## config.mk

```make
export PLATFORM = sky130hd
export DESIGN_NAME = blim_mul
export DESIGN_NICKNAME = d
export VERILOG_FILES = /design/src/rtl/blim_pkg.sv /design/src/rtl/blim_mul.sv
export SDC_FILE = /design/constraint.sdc
export NUM_CORES = 2
export LEC_CHECK = 0
export CAP_MARGIN = 20
export CORE_AREA = 5 5 409 411
export CTS_BUF_LIST = sky130_fd_sc_hd__clkbuf_8 sky130_fd_sc_hd__clkbuf_16
export DETAILED_ROUTE_END_ITERATION = 8
export DIE_AREA = 0 0 414 416
export DONT_BUFFER_PORTS = 1
export HOLD_SLACK_MARGIN = 0.03
export PLACE_DENSITY = 0.42
export SKIP_CTS_REPAIR_TIMING = 1
export SYNTH_ARGS = -nofsm -noshare
export SYNTH_HDL_FRONTEND = slang
export SYNTH_SLANG_ARGS = --single-unit
```

## constraint.sdc

```tcl
create_clock -name clk -period 11.3 [get_ports clk]
set_clock_uncertainty 0.2 [all_clocks]
set_input_delay 1.695 -clock clk [delete_from_list [all_inputs] [get_ports clk]]
set_output_delay 1.695 -clock clk [all_outputs]
set_load 0.01 [all_outputs]
```

## src/rtl/blim_pkg.sv

```systemverilog
// Package for the bicubic Lagrange inverse map block.
// Holds fixed-point constants, register indexes, the 1-D basis coefficient table
// and saturation helpers. No dependencies.
package blim_pkg;

	// Fixed-point format of the local coordinates.
	localparam int LFRAC = 28;
	localparam int COORD_W = 32;
	localparam int TOL_W = 29;
	localparam int ITER_W = 8;
	localparam int SLOT_W = 4;
	localparam int CFG_IDX_W = 1;
	localparam int CFG_DATA_W = 32;

	// Multiplier operand and product widths.
	localparam int MUL_W = 48;
	localparam int PROD_W = 2 * MUL_W;
	// Basis values and derivatives.
	localparam int BAS_W = 40;
	// Powers of the local coordinate.
	localparam int POW_W = 34;
	// Node sums and Jacobian accumulators.
	localparam int ACC_W = 48;
	// Cramer numerators and determinant.
	localparam int WIDE_W = 64;

	// Operation codes.
	localparam logic OP_LOAD = 1'b0;
	localparam logic OP_MAP = 1'b1;

	// Configuration register indexes.
	localparam logic [CFG_IDX_W-1:0] REG_TOLERANCE = 1'b0;
	localparam logic [CFG_IDX_W-1:0] REG_MAX_ITER = 1'b1;

	// Register reset values.
	localparam logic [TOL_W-1:0] TOL_RESET = 29'd26844;
	localparam logic [ITER_W-1:0] MAX_ITER_RESET = 8'd100;

	// 1.1 rounded to nearest, the local coordinate limit and the increment limit.
	localparam logic signed [31:0] ONE_ONE = 32'(((64'd11 << LFRAC) + 64'd5) / 64'd10);
	localparam logic signed [31:0] XI_LIMIT = 32'(64'd2 << LFRAC);
	localparam logic [31:0] INC_MAG = 32'(64'd4 << LFRAC);
	localparam logic signed [31:0] SAT31 = 32'sh7fff_ffff;

	// Coefficients over 16 of one basis polynomial, highest power first.
	typedef struct packed {
		logic signed [7:0] c3;
		logic signed [7:0] c2;
		logic signed [7:0] c1;
		logic signed [7:0] c0;
	} basis_coef_t;

	// Entries 0..3 are the shape values, 4..7 their derivatives.
	function automatic basis_coef_t basis_coef(input logic [2:0] e);
		basis_coef_t c;
		unique case (e)
			3'd0: c = '{c3: -8'sd9, c2: 8'sd9, c1: 8'sd1, c0: -8'sd1};
			3'd1: c = '{c3: 8'sd27, c2: -8'sd9, c1: -8'sd27, c0: 8'sd9};
			3'd2: c = '{c3: -8'sd27, c2: -8'sd9, c1: 8'sd27, c0: 8'sd9};
			3'd3: c = '{c3: 8'sd9, c2: 8'sd9, c1: -8'sd1, c0: -8'sd1};
			3'd4: c = '{c3: 8'sd0, c2: -8'sd27, c1: 8'sd18, c0: 8'sd1};
			3'd5: c = '{c3: 8'sd0, c2: 8'sd81, c1: -8'sd18, c0: -8'sd27};
			3'd6: c = '{c3: 8'sd0, c2: -8'sd81, c1: -8'sd18, c0: 8'sd27};
			default: c = '{c3: 8'sd0, c2: 8'sd27, c1: 8'sd18, c0: -8'sd1};
		endcase
		return c;
	endfunction

	// Saturate a wide signed value to +-(2^31-1).
	function automatic logic signed [31:0] sat31(input logic signed [49:0] v);
		if (v > 50'(SAT31)) begin
			return SAT31;
		end else if (v < -50'(SAT31)) begin
			return -SAT31;
		end
		return v[31:0];
	endfunction

endpackage

```

## src/rtl/blim_mul.sv

```systemverilog
// Shared multi-cycle signed multiplier of the inverse map block.
// Multiplies 48 x 48 bits in three 17 x 48 partial products; uses blim_pkg.
module blim_mul import blim_pkg::*; (
	input  logic clk,
	input  logic arst_n,
	input  logic start,
	input  logic signed [MUL_W-1:0] a,
	input  logic signed [MUL_W-1:0] b,
	output logic done,
	output logic signed [PROD_W-1:0] prod
);

	logic signed [MUL_W-1:0] a_q;
	logic signed [MUL_W-1:0] b_q;
	logic signed [PROD_W-1:0] acc_q;
	logic [1:0] cnt_q;
	logic busy_q;
	logic done_q;
	logic signed [16:0] chunk;
	logic signed [MUL_W+16:0] part;
	logic signed [PROD_W-1:0] part_ext;

	// Low chunks are unsigned, the top chunk carries the sign.
	always_comb begin
		unique case (cnt_q)
			2'd0: chunk = $signed({1'b0, a_q[15:0]});
			2'd1: chunk = $signed({1'b0, a_q[31:16]});
			default: chunk = $signed({a_q[47], a_q[47:32]});
		endcase
		part = chunk * b_q;
		part_ext = PROD_W'(part) <<< {cnt_q, 4'b0000};
	end

	// One partial product is added each cycle.
	always_ff @(posedge clk or negedge arst_n) begin
		if (!arst_n) begin
			busy_q <= 1'b0;
			done_q <= 1'b0;
			cnt_q <= 2'd0;
		end else begin
			done_q <= 1'b0;
			if (start) begin
				a_q <= a;
				b_q <= b;
				acc_q <= '0;
				cnt_q <= 2'd0;
				busy_q <= 1'b1;
			end else if (busy_q) begin
				acc_q <= acc_q + part_ext;
				cnt_q <= cnt_q + 2'd1;
				if (cnt_q == 2'd2) begin
					busy_q <= 1'b0;
					done_q <= 1'b1;
				end
			end
		end
	end

	assign done = done_q;
	assign prod = acc_q;

endmodule

```

==> metrics.md <==
| Metric | Value |
|---|---|
| FMAX | `89.9 MHz` |
| Area contributors post-synth | `fa_1 (36%), edfxtp_1 (14%), inv_1 (7.9%)` |
| Worst skew pair latency | `570 ps` |
| Routability cong. | `0.874` |
| Vias in the first global route | `36.3k` |
| CP max stage delay | `590 ps` |
| Iteration count of the initial detailed-routing pass | `5` |
| Yosys reg bits | `196` |
| DIE HEIGHT | `416 um` |
| Fin cells | `7,343` |
| Yosys warns | `0` |
| Startpoint Class | `flip-flop` |
| CP Class | `reg -> reg` |
| ANT nets after route | `0` |
| Area grow syn2layout | `19.3%` |
| Min Clock Period, post-route | `11,130 ps` |
| H-tree Lvls | `4` |
| Final setup violating endpoints | `0` |
| Num CTS Buffers | `17` |
| Layout cells sized above 1 | `15.5%` |
| Initial Utilization | `25.7%` |
| Post-Place Cells | `7,276` |
| Hold WS | `525 ps` |
| Max_cap viols | `0` |
| Core area | `164,000 um2` |
| GR Util All Layers | `17.2%` |
| CP endpoint kind | `flip-flop` |
| RSZ-0062 raised after global routing | `yes` |
| Ys flop type | `edfxtp_1` |
| Buffers on Ports | `0` |
| Final wirelength | `149,000 um` |
| Nets | `6,241` |
| CTS root buffer | `clkbuf_16` |
| Async S/R FF share, synth | `2.04%` |
| CP dominant cell by count | `fa_1` |
| Post-synth EDFFs | `192` |
| Via density | `4.57` |
| Slowest stage cell, crit path | `fa_1` |
| Post-DP HPWL | `124,000 um` |
| List of most frequent post-synthesis cells | `inv_1 (890), fa_1 (762), nand2_1 (685), nor2_1 (280), ha_1 (245)` |
| Relative slew slack | `29.2%` |
| Worst EP arrival | `11,240 ps` |
| Clock transition at the registers of the reported paths | `100 ps` |
| Synthesized area | `42,100 um2` |
| Post-Syn Area per Cell | `8.84 um2` |
| Unique masters post-synth | `86` |
| Initial antenna violation count | `3` |
| Cells after synthesis | `4,757` |
| Worst Tran Pin Value | `1060 ps` |
| Std-Cell Rows | `149` |
| Hold Path Class | `reg -> reg` |
| Syn Nets | `5,863` |
| Largest net degree at the start of global routing | `102` |
| FF-to-FF Start | `cnt_q[1]` |
| Die area | `172,000 um2` |
| Global-route wire length before repair | `228,000 um` |
| Status | `completed` |
| Clock sinks | `196` |
| WL/cell | `20.3 um` |
| Critical path startpoint | `cnt_q[1]` |
| Initial drt markers | `1,886` |
| Final period util | `98.5%` |
| Most frequent cell after synthesis | `inv_1` |
| Post-synth top area share | `36.3%` |
| TritonCTS clock tree | `built` |
| Worst Hold Launch | `prod[95]` |
| Via count | `33.6k` |
| Post-synth top area cell | `fa_1` |
| # IOs | `196` |
| Seq/Total Area, Yosys | `13.9%` |
| # fillers | `17.5k` |
| Die width | `414 um` |
| Req. time, crit path | `11,410 ps` |
| Max-slew violation count | `0` |
| CP Max Fanout | `17` |
| Clock Path Buffers | `2` |
| Gr ovfl total | `0` |
| Residual DRC | `0` |
| Final Hold Viols | `0` |
layout make-up:
| cell class | count | area [um2] | area share [%] |
|---|---|---|---|
| antenna | 6 | 15.0 | 0.0299 |
| clock buffer | 17 | 425 | 0.847 |
| clock inverter | 15 | 213 | 0.424 |
| tap | 2189 | 2740 | 5.46 |
| sequential | 196 | 5870 | 11.7 |
| timing repair buffer | 611 | 5130 | 10.2 |
| multi-input combinational | 3418 | 32500 | 64.6 |
| inverter | 891 | 3350 | 6.67 |
layer usage:
metal / global-route usage (%) / vias to the layer above / routed length (um)
met5: 0 / - / 7
met1: 23.3 / 17200 / 68200
li1: - / 15600 / -
met2: 28.4 / 645 / 70000
met4: 4.21 / 2 / 3660
met3: 3.37 / 131 / 7570
per-stage QoR:
stage	util [%]	area, um2	setup TNS [ps]	setup WS (ps)
floorplan	-	42100	0	4.35
global placement	29.7	48600	-302	-131
detailed placement	29.7	48600	-504	-226
CTS	30.1	49300	-1090	-332
global route	30.7	50200	-2730	-284
finish	30.7	50200	0	175
placed cells by master (no fill, tap or decap), drive strengths merged, types with 23 or more instances in the layout:
master,n
o21ai,128
o21bai,35
inv,897
fa,762
buf,606
a21o,80
ha,245
xor2,54
nand2,685
nor2b,107
mux2i,95
nor3,23
nand4,50
a21oi,245
nor2,281
edfxtp,192
xnor2,100
a211oi,26
nand3,33
and2,218
worst max-delay path, delay by kind of cell, from the launching register on:
family / cells / cell delay [ps]
adders and majority gates: 9 / 3850
AOI/OAI and AO/OA: 16 / 3410
and+or+nand+nor: 5 / 1180
buffers and inverters: 10 / 1140
DFF: 1 / 430
muxes: 2 / 410
xor gates and xnor gates: 1 / 190
state kept, by name, indices dropped and copies added, names as in the netlist:
name and count:
busy_q 1, a_q 48, b_q 48, done 1, prod 96, cnt_q 2
logic make-up after synthesis:
kind of cell | Yosys count | share of synthesized area (%)
fa+ha+maj | 1007 | 43.6
xor+xnor | 154 | 3.21
simple gates | 1473 | 16.1
flops | 196 | 13.9
buf+inv | 1143 | 10.4
mux | 98 | 2.38
compound gates | 686 | 10.4
path summary, 6_finish.rpt:
kind	endpoint	slack (ps)	cells past startpoint
setup / recovery	prod[93]	170	43
hold / removal	prod[95]	520	2
setup reg to reg	prod[93]	170	43
hold reg to reg	prod[95]	520	2
max in group asynchronous	cnt_q[1]	10030	0
min in group asynchronous	done	660	0
Power is not shown: default switching activity piles up to over one toggle a cycle in this logic, so the estimate is an artifact.
