$ cat config.mk
export PLATFORM = sky130hd
export DESIGN_NAME = blim_div
export DESIGN_NICKNAME = d
export VERILOG_FILES = /design/src/rtl/blim_pkg.sv /design/src/rtl/blim_div.sv
export SDC_FILE = /design/constraint.sdc
export NUM_CORES = 1
export LEC_CHECK = 0
export BUFFER_PORTS_ARGS = -buffer_cell sky130_fd_sc_hd__buf_2
export CORE_ASPECT_RATIO = 1.25
export CORE_MARGIN = 4
export CORE_UTILIZATION = 66
export CTS_CLUSTER_SIZE = 40
export DETAILED_ROUTE_END_ITERATION = 16
export PLACE_DENSITY = 0.95
export SLEW_MARGIN = 40
export SYNTH_ARGS = -nofsm -noshare
export SYNTH_HDL_FRONTEND = slang
export SYNTH_SLANG_ARGS = --single-unit
$ cat constraint.sdc
create_clock -name clk -period 7.51 [get_ports clk]
set_input_delay 1.8775 -clock clk [delete_from_list [all_inputs] [get_ports clk]]
set_output_delay 1.8775 -clock clk [all_outputs]
set_load 0.02 [all_outputs]
$ cat src/rtl/blim_pkg.sv
// Package for the bicubic Lagrange inverse map block.
// Holds fixed-point constants, register indexes, the 1-D basis coefficient table
// and saturation helpers. No dependencies.
package blim_pkg;

	// Fixed-point format of the local coordinates.
	localparam int LFRAC = 28;
	localparam int COORD_W = 32;
	localparam int TOL_W = 29;
	localparam int ITER_W = 8;
	localparam int SLOT_W = 4;
	localparam int CFG_IDX_W = 1;
	localparam int CFG_DATA_W = 32;

	// Multiplier operand and product widths.
	localparam int MUL_W = 48;
	localparam int PROD_W = 2 * MUL_W;
	// Basis values and derivatives.
	localparam int BAS_W = 40;
	// Powers of the local coordinate.
	localparam int POW_W = 34;
	// Node sums and Jacobian accumulators.
	localparam int ACC_W = 48;
	// Cramer numerators and determinant.
	localparam int WIDE_W = 64;

	// Operation codes.
	localparam logic OP_LOAD = 1'b0;
	localparam logic OP_MAP = 1'b1;

	// Configuration register indexes.
	localparam logic [CFG_IDX_W-1:0] REG_TOLERANCE = 1'b0;
	localparam logic [CFG_IDX_W-1:0] REG_MAX_ITER = 1'b1;

	// Register reset values.
	localparam logic [TOL_W-1:0] TOL_RESET = 29'd26844;
	localparam logic [ITER_W-1:0] MAX_ITER_RESET = 8'd100;

	// 1.1 rounded to nearest, the local coordinate limit and the increment limit.
	localparam logic signed [31:0] ONE_ONE = 32'(((64'd11 << LFRAC) + 64'd5) / 64'd10);
	localparam logic signed [31:0] XI_LIMIT = 32'(64'd2 << LFRAC);
	localparam logic [31:0] INC_MAG = 32'(64'd4 << LFRAC);
	localparam logic signed [31:0] SAT31 = 32'sh7fff_ffff;

	// Coefficients over 16 of one basis polynomial, highest power first.
	typedef struct packed {
		logic signed [7:0] c3;
		logic signed [7:0] c2;
		logic signed [7:0] c1;
		logic signed [7:0] c0;
	} basis_coef_t;

	// Entries 0..3 are the shape values, 4..7 their derivatives.
	function automatic basis_coef_t basis_coef(input logic [2:0] e);
		basis_coef_t c;
		unique case (e)
			3'd0: c = '{c3: -8'sd9, c2: 8'sd9, c1: 8'sd1, c0: -8'sd1};
			3'd1: c = '{c3: 8'sd27, c2: -8'sd9, c1: -8'sd27, c0: 8'sd9};
			3'd2: c = '{c3: -8'sd27, c2: -8'sd9, c1: 8'sd27, c0: 8'sd9};
			3'd3: c = '{c3: 8'sd9, c2: 8'sd9, c1: -8'sd1, c0: -8'sd1};
			3'd4: c = '{c3: 8'sd0, c2: -8'sd27, c1: 8'sd18, c0: 8'sd1};
			3'd5: c = '{c3: 8'sd0, c2: 8'sd81, c1: -8'sd18, c0: -8'sd27};
			3'd6: c = '{c3: 8'sd0, c2: -8'sd81, c1: -8'sd18, c0: 8'sd27};
			default: c = '{c3: 8'sd0, c2: 8'sd27, c1: 8'sd18, c0: -8'sd1};
		endcase
		return c;
	endfunction

	// Saturate a wide signed value to +-(2^31-1).
	function automatic logic signed [31:0] sat31(input logic signed [49:0] v);
		if (v > 50'(SAT31)) begin
			return SAT31;
		end else if (v < -50'(SAT31)) begin
			return -SAT31;
		end
		return v[31:0];
	endfunction

endpackage

$ cat src/rtl/blim_div.sv
// Iterative restoring divider of the inverse map block.
// Gives num / den in Q4.28, truncated toward zero, magnitude capped at 4.0; uses blim_pkg.
module blim_div import blim_pkg::*; (
	input  logic clk,
	input  logic arst_n,
	input  logic start,
	input  logic signed [WIDE_W-1:0] num,
	input  logic signed [WIDE_W-1:0] den,
	output logic done,
	output logic signed [31:0] quo
);

	localparam int STEPS = LFRAC + 2;

	logic [WIDE_W-1:0] n_q;
	logic [WIDE_W+1:0] dd_q;
	logic [WIDE_W+2:0] rem_q;
	logic [STEPS-1:0] q_q;
	logic [4:0] cnt_q;
	logic neg_q;
	logic busy_q;
	logic chk_q;
	logic done_q;
	logic signed [31:0] quo_q;
	logic [WIDE_W+2:0] rem2;
	logic fit;
	logic [STEPS-1:0] q_next;

	// One quotient bit per cycle against four times the divisor.
	always_comb begin
		rem2 = {rem_q[WIDE_W+1:0], 1'b0};
		fit = rem2 >= {1'b0, dd_q};
		q_next = {q_q[STEPS-2:0], fit};
	end

	always_ff @(posedge clk or negedge arst_n) begin
		if (!arst_n) begin
			busy_q <= 1'b0;
			chk_q <= 1'b0;
			done_q <= 1'b0;
			cnt_q <= '0;
		end else begin
			done_q <= 1'b0;
			if (start) begin
				n_q <= num[WIDE_W-1] ? WIDE_W'(-num) : WIDE_W'(num);
				dd_q <= {(den[WIDE_W-1] ? WIDE_W'(-den) : WIDE_W'(den)), 2'b00};
				neg_q <= num[WIDE_W-1] ^ den[WIDE_W-1];
				busy_q <= 1'b1;
				chk_q <= 1'b1;
			end else if (busy_q && chk_q) begin
				// A quotient of four or more saturates.
				chk_q <= 1'b0;
				if ({3'b000, n_q} >= {1'b0, dd_q}) begin
					busy_q <= 1'b0;
					done_q <= 1'b1;
					quo_q <= neg_q ? -$signed(INC_MAG) : $signed(INC_MAG);
				end else begin
					rem_q <= {3'b000, n_q};
					q_q <= '0;
					cnt_q <= '0;
				end
			end else if (busy_q) begin
				if (fit) begin
					rem_q <= rem2 - {1'b0, dd_q};
				end else begin
					rem_q <= rem2;
				end
				q_q <= q_next;
				cnt_q <= cnt_q + 5'd1;
				if (cnt_q == 5'(STEPS - 1)) begin
					busy_q <= 1'b0;
					done_q <= 1'b1;
					quo_q <= neg_q ? -$signed({2'b00, q_next}) : $signed({2'b00, q_next});
				end
			end
		end
	end

	assign done = done_q;
	assign quo = quo_q;

endmodule

==> results of run 1 <==
sequential cells by signal, indices dropped and copies added, names as in the netlist:
signal,count
rem_q,66
dd_q,64
n_q,64
quo,32
q_q,29
cnt_q,5
busy_q,1
chk_q,1
done,1
neg_q,1
layer usage:
layer  wire length [um]  vias up
li1                   -     7290
met1              18900     7640
met2              24200     1075
met3               5240      233
met4               2720        0
met5                  0        -
worst min path at each step:
stage	to	slack [ns]	depth (start not counted)
finish	rem_q[1]	0.58	2
CTS	rem_q[1]	0.57	2
detailed placement	rem_q[1]	0.55	2
global placement	rem_q[1]	0.52	2
global route	rem_q[1]	0.57	2
floorplan	rem_q[1]	0.50	2
synthesized netlist by cell type (all sizes together), types with 3 or more instances:
cell	instances
nor4	20
a21oi	141
mux2	3
o41ai	22
inv	101
o21bai	16
o31ai	55
o221ai	4
buf	11
xnor2	159
a211o	3
or2	9
ha	131
nor4b	3
a21o	53
and2	30
o21a	11
nor2b	11
clkbuf	76
and4	4
nand2	206
edfxtp	256
a31oi	41
o211ai	8
and3	13
or4	27
nand4	35
nand2b	17
a211oi	9
xor2	45
o31a	4
nor2	132
a21boi	3
or3	39
o21ai	128
nand3b	3
nor3b	3
a221o	3
nor3	22
nand3	28
dfrtp	8
cell families (layout without fill, tap and decap cells):
group | Yosys count | count (layout) | synth area share
compound gates | 519 | 519 | 0.179
fa+ha+maj | 132 | 132 | 0.0899
mux | 5 | 5 | 0.00292
buf+inv | 188 | 323 | 0.0387
flops | 264 | 264 | 0.428
xor+xnor | 204 | 204 | 0.0969
simple gates | 606 | 606 | 0.165
power breakdown:
part | total [mW] | leakage [nW] | switching (mW) | internal [mW]
clock network | 1.38 | 0.423 | 0.588 | 0.792
registers | 1.89 | 2.49 | 0.0932 | 1.80
logic | 1.31 | 5.11 | 0.816 | 0.494
cell type report:
class | instances | area, um2 | share of cell area
clock inverter | 16 | 186 | 0.00911
timing repair buffer | 176 | 967 | 0.0473
tap | 350 | 438 | 0.0214
inverter | 101 | 379 | 0.0185
sequential | 264 | 7890 | 0.386
multi-input combinational | 1466 | 9910 | 0.485
clock buffer | 30 | 687 | 0.0336
stage by stage:
stage          total power [mW]  instance area [um2]  std cells  hold slack, ns  worst slack, ns
3_5_place_dp               3.16                19500       2356           0.554             1.43
5_1_grt                    4.77                20500       2403           0.570             1.73
3_3_place_gp               3.09                19500       2353           0.517             1.53
4_1_cts                    4.54                20400       2402           0.566             1.96
6_report                   4.58                20500       2403           0.578             1.91
2_1_floorplan              2.80                18400       1918           0.501             2.17
worst reg2reg max path, stage by stage, from the launching register on:
cell,delay (ns)
edfxtp_1,0.43
inv_1,0.13
ha_1,0.25
nor2b_1,0.14
o31a_1,0.27
o31ai_1,0.59
a2111oi_1,0.28
o311ai_0,0.66
o31a_1,0.30
a21oi_4,0.08
inv_2,0.10
ha_1,0.32
nand3_1,0.19
o31ai_1,0.64
nand2_1,0.16
xnor2_1,0.18
nor2_1,0.05
==> reports/results.ini, run 1 <==
[run_status]
status = completed

[global_route]
grt-ovfl-total = 0
top_usage_layer = met2
grt_pass1_wl_um = 81200
grt_pass1_vias = 15821
grt_use_met3 = 0.0561
met1_usage = 0.423
grt_usage = 0.327
antenna_found_initial = 0
gr-usage-met2 = 0.540
grt_max_degree = 78

[clock_tree]
cts-htree-levels = 1
cts_resized = 0
cts_hold_buf = 0
cts_sinks = 264
cts_buffers = 27
clk_latency_ns = 0.55
cts_tree = done
clk_pin_slew_ns = 0.07
cts_buffer_depth = 3
cts_setup_buffers = 0
root_buffer = clkbuf_16

[cells_and_area]
utilization = 0.742
num_antenna_cells = 0
drive_gt1_frac = 0.129
fin_nets = 2299
mostFrequentLayoutCell = edfxtp_1
fill_cells = 1787
area.growth.synth_to_final_pct = 10.9
final_cell_mix = edfxtp_1 (256), nand2_1 (204), buf_2 (161)

[sta]
period_needed_ns = 5.60
skew_ns = 0.0141
fin_crit_sh = 0.746
fin_setup_tns_ns = 0
setup_viol = 0
drv_slew = 0
tightest_slew_ns = 0.801
finalHoldViolCount = 0
fmax_mhz = 179
rsz0062_at_grt = false
slew_headroom = 0.461

[synthesis]
syn_area_per_cell_um2 = 9.62
synth_area_leaders = edfxtp_1 (42%), ha_1 (8.9%), xnor2_1 (7.5%), nand2_1 (4.2%), a21oi_1 (3.8%)
ys_seq_area_frac = 0.428
synth_top_flop_cell = edfxtp_1
ys_seq_elements = 264
ys_types = 77
yosysTopAreaCellShare = 0.417
synth_edf_count = 256
syn_nets = 2181
netlist_instances = 1918
synthArstFlopShare = 0.0303
yosys.area.top_type = edfxtp_1
synth_warnings = 0
netlist_area_um2 = 18400

[drt]
drc = 0
ant_nets = 0
wl_per_cell_um = 21.3
vias = 16238
viasPerCell = 6.76
first_pass_iters = 6
drt-total-wl_um = 51100
drt_iter0_markers = 1938

[critical_path]
cpMostUsedCell = or4_1
cp-start-kind = input pin
r2r_cells = 16
critical-path-top-delay-family = simple AND/OR/NAND/NOR gates
r2r-start = dd_q[3]
crit_chain = buf_2, nor3_1, nand3_1, or4_1, nor4_4, nand2_2, or4_1, or4_4, or3_1, o31ai_2, xnor2_1
worstReg2RegEnd = quo[28]
worstSetupEndpointType = register
worstSetupPathType = input pin to register
cp_data_arrival_time_ns = 5.90
cp_max_fo = 7
cp_slowest_cell = or4_1
regToRegSetupSlack_ns = 2.47
max_stage_delay_ns = 0.68
cp_data_required_time_ns = 7.81
critPathBufInv = 1
crit_start = num[2]
worstSetupPathDepth = 11
cp-endpoint = n_q[61]

[power_and_ir_drop]
power_density_nw_per_um2 = 224
p_leak_nw = 8.02
worst_ir_drop_vdd_mv = 0.216

[die]
io_pins = 164
fp.dieW_um = 158
fp.dieArea_um2 = 30700
die_height_um = 195
initial_core_util = 0.669
row_count = 68
core-area_um2 = 27600

[hold_path]
worstHoldStart = n_q[1]
hold_path.class = register to register

[place]
dp_hpwl_um = 36700
io_buffer_count = 163
gp_congestion = 1.01

[flow_run]
cap_violations = 0

(Power assumes the default switching activity.)
==> run 2: changes to the inputs <==
Settings changed: ABC_AREA set to 1, CORE_UTILIZATION 66 to 62, PLACE_DENSITY 0.95 to 0.91.
Clock period 7.51 ns to 5.17 ns, I/O delays scaled along.
==> run 2 against run 1 <==
Against the previous run: clock skew up 0.00053 ns; clock-buffer cell count up 5; largest cell class unchanged; synthesized cell count up 41%; design area up 10%; largest power group unchanged; critical path depth up 16.
==> reports/results.ini, run 2 <==
[clock_tree]
cts_tree = done
cts_setup_buffers = 0  ; unchanged
cts_buffer_depth = 3  ; unchanged
cts_resized = 0  ; unchanged
cts_buffers = 26  ; -3.7%
clk_pin_slew_ns = 0.07  ; about the same
clk_latency_ns = 0.56  ; about the same
cts_hold_buf = 0  ; unchanged
cts_sinks = 264  ; unchanged
cts-htree-levels = 1  ; unchanged
root_buffer = clkbuf_16

[synthesis]
ys_seq_elements = 264  ; unchanged
syn_nets = 2960  ; +36%
netlist_area_um2 = 20500  ; +11%
synthArstFlopShare = 0.0303  ; unchanged
synth.most_common_cell = nand2_1
yosysTopAreaCellShare = 0.376  ; -0.0410
synth_warnings = 0  ; unchanged
netlist_instances = 2697  ; +41%
ys_top_cells_by_count = nand2_1 (575), nor2_1 (377), inv_1 (358), edfxtp_1 (256), o21ai_0 (163)
syn_area_per_cell_um2 = 7.59  ; -21%
ys_seq_area_frac = 0.385  ; -0.0421
synth_top_flop_cell = edfxtp_1
synth_area_leaders = edfxtp_1 (38%), nand2_1 (11%), ha_1 (8.0%), nor2_1 (6.9%), inv_1 (6.6%)
yosys.area.top_type = edfxtp_1
ys_types = 54  ; -30%
synth_edf_count = 256  ; unchanged

[cells_and_area]
mostFrequentLayoutCell = nand2_1
reg.largest.list = rem_q: 66 flops, dd_q: 64 flops, n_q: 64 flops
regMostFlops = rem_q
drive_gt1_frac = 0.0926  ; -0.0360
utilization = 0.692  ; -0.0503
fin_nets = 3115  ; +35%
final_cell_mix = nand2_1 (574), nor2_1 (376), inv_1 (357)
num_antenna_cells = 0  ; unchanged
largest_reg_flops = 66  ; unchanged
area.growth.synth_to_final_pct = 10.2

[sta]
fmax_mhz = 216
finalHoldViolCount = 0  ; unchanged
setup_viol = 0  ; unchanged
skew_ns = 0.0147  ; +0.000530 ns
fin_ws_ns = 0.540  ; -1.37 ns
worst_hold_slack_ns = 0.562  ; -0.0167 ns
rsz0062_at_grt = false
fin_setup_tns_ns = 0  ; unchanged
period_needed_ns = 4.63
fin_crit_sh = 0.896
slew_headroom = 0.381  ; -0.0802
tightest_slew_ns = 0.929  ; +0.128 ns
drv_slew = 0  ; unchanged

[drt]
viasPerCell = 6.03  ; -11%
wl_per_cell_um = 20.5  ; -3.6%
drt-total-wl_um = 67400  ; +32%
drt_iter0_markers = 2737  ; +41%
ant_nets = 0  ; unchanged
first_pass_iters = 6  ; unchanged
vias = 19834  ; +22%
drc = 0  ; unchanged

[die]
die_height_um = 211  ; +8.3%
row_count = 74  ; +8.8%
initial_core_util = 0.628  ; -0.0413
fp.dieW_um = 170  ; +8.2%
fp.dieArea_um2 = 36000  ; +17%
core-area_um2 = 32600  ; +18%
io_pins = 164  ; unchanged

[critical_path]
cp_data_arrival_time_ns = 5.03  ; -0.87 ns
cp-start-kind = register
cp_max_fo = 25  ; +18
worstSetupEndpointType = register
cp_data_required_time_ns = 5.57  ; -2.24 ns
worstSetupPathType = register to register
regToRegSetupSlack_ns = 0.54  ; -1.93 ns

[global_route]
antenna_found_initial = 0  ; unchanged
grt_pass1_vias = 19415  ; +23%
grt-ovfl-total = 0  ; unchanged
grt_max_degree = 98  ; +26%
grt_usage = 0.365  ; +0.0378
grt_pass1_wl_um = 103000  ; +27%

[hold_path]
hold_path.class = register to register

[place]
gp_congestion = 0.968  ; -3.8%
place_ws_ns = 0.688  ; -0.744 ns
dp_hpwl_um = 54300  ; +48%
io_buffer_count = 163  ; unchanged

[power_and_ir_drop]
power_density_nw_per_um2 = 307  ; +37%
p_leak_nw = 9.78  ; +22%
worst_ir_drop_vdd_mv = 0.345  ; +59%

[run_status]
status = completed

[flow_run]
cap_violations = 0  ; unchanged

-- run 2: path summary, 6_finish.rpt --
path,start,endpoint,depth (start not counted)
min in group asynchronous,arst_n,busy_q,1
hold reg to reg,n_q[50],rem_q[50],2
setup reg to reg,dd_q[58],quo[28],27
max in group asynchronous,arst_n,cnt_q[2],1
setup / recovery,dd_q[58],quo[28],27
hold / removal,n_q[50],rem_q[50],2
-- run 2: layout make-up --
class                           instances  area (um2)
Sequential cell                       264        7890
Timing Repair Buffer                  178         961
Inverter                              366        1380
Tap cell                              418         523
Multi-Input combinational cell       2016       11000
Clock buffer                           35         726
Clock inverter                         13         124
Fill cell                            2656       10000
-- run 2: metrics by stage --
step,cells,instance area [um2],power (mW)
2_1_floorplan,2697,20500,4.25
3_3_place_gp,3241,21700,4.84
3_5_place_dp,3241,21700,4.93
4_1_cts,3289,22500,6.83
5_1_grt,3290,22500,7.21
6_report,3290,22500,6.91
-- run 2: metal layers --
metal | vias to the layer above | global-route usage | part of all wire
met5 | - | 0 | 0
met4 | 0 | 0.195 | 0.064
met3 | 242 | 0.0558 | 0.089
met2 | 1225 | 0.628 | 0.48
met1 | 9049 | 0.439 | 0.37
li1 | 9318 | - | -
-- run 2: critical path, stage by stage, from the launching register on --
cell and delay, ns:
edfxtp_1 0.39, inv_1 0.18, ha_1 0.33, nand2_2 0.13, inv_1 0.05, a21oi_1 0.26, nand2_1 0.14, nand2_1 0.07
nand2_1 0.05, nand2_1 0.07, nand2_1 0.06, nor2_2 0.19, nand2_4 0.21, inv_1 0.10, buf_4 0.20, ha_1 0.19
inv_1 0.06, nor3_1 0.19, nand3_1 0.15, nor2_1 0.19, nand2_1 0.15, nor2_2 0.16, nand2_1 0.11, o21ai_2 0.22
nand2_1 0.12, a21oi_1 0.19, o21ai_0 0.10, a21oi_1 0.19
-- run 2: kinds of logic (layout without fill, tap and decap cells) --
logic type / after synthesis / in the layout / share of synthesized area
buf+inv: 417 / 592 / 0.0802
flops: 264 / 264 / 0.385
mux: 1 / 1 / 0.000489
simple gates: 1236 / 1236 / 0.253
fa+ha+maj: 132 / 132 / 0.0811
xor+xnor: 164 / 164 / 0.0702
compound gates: 483 / 483 / 0.129
-- run 2: report_power, final --
part           internal (mW)  switching, mW
sequential              2.61          0.115
clock                   1.09          0.843
combinational          0.726           1.53
total                   4.43           2.49
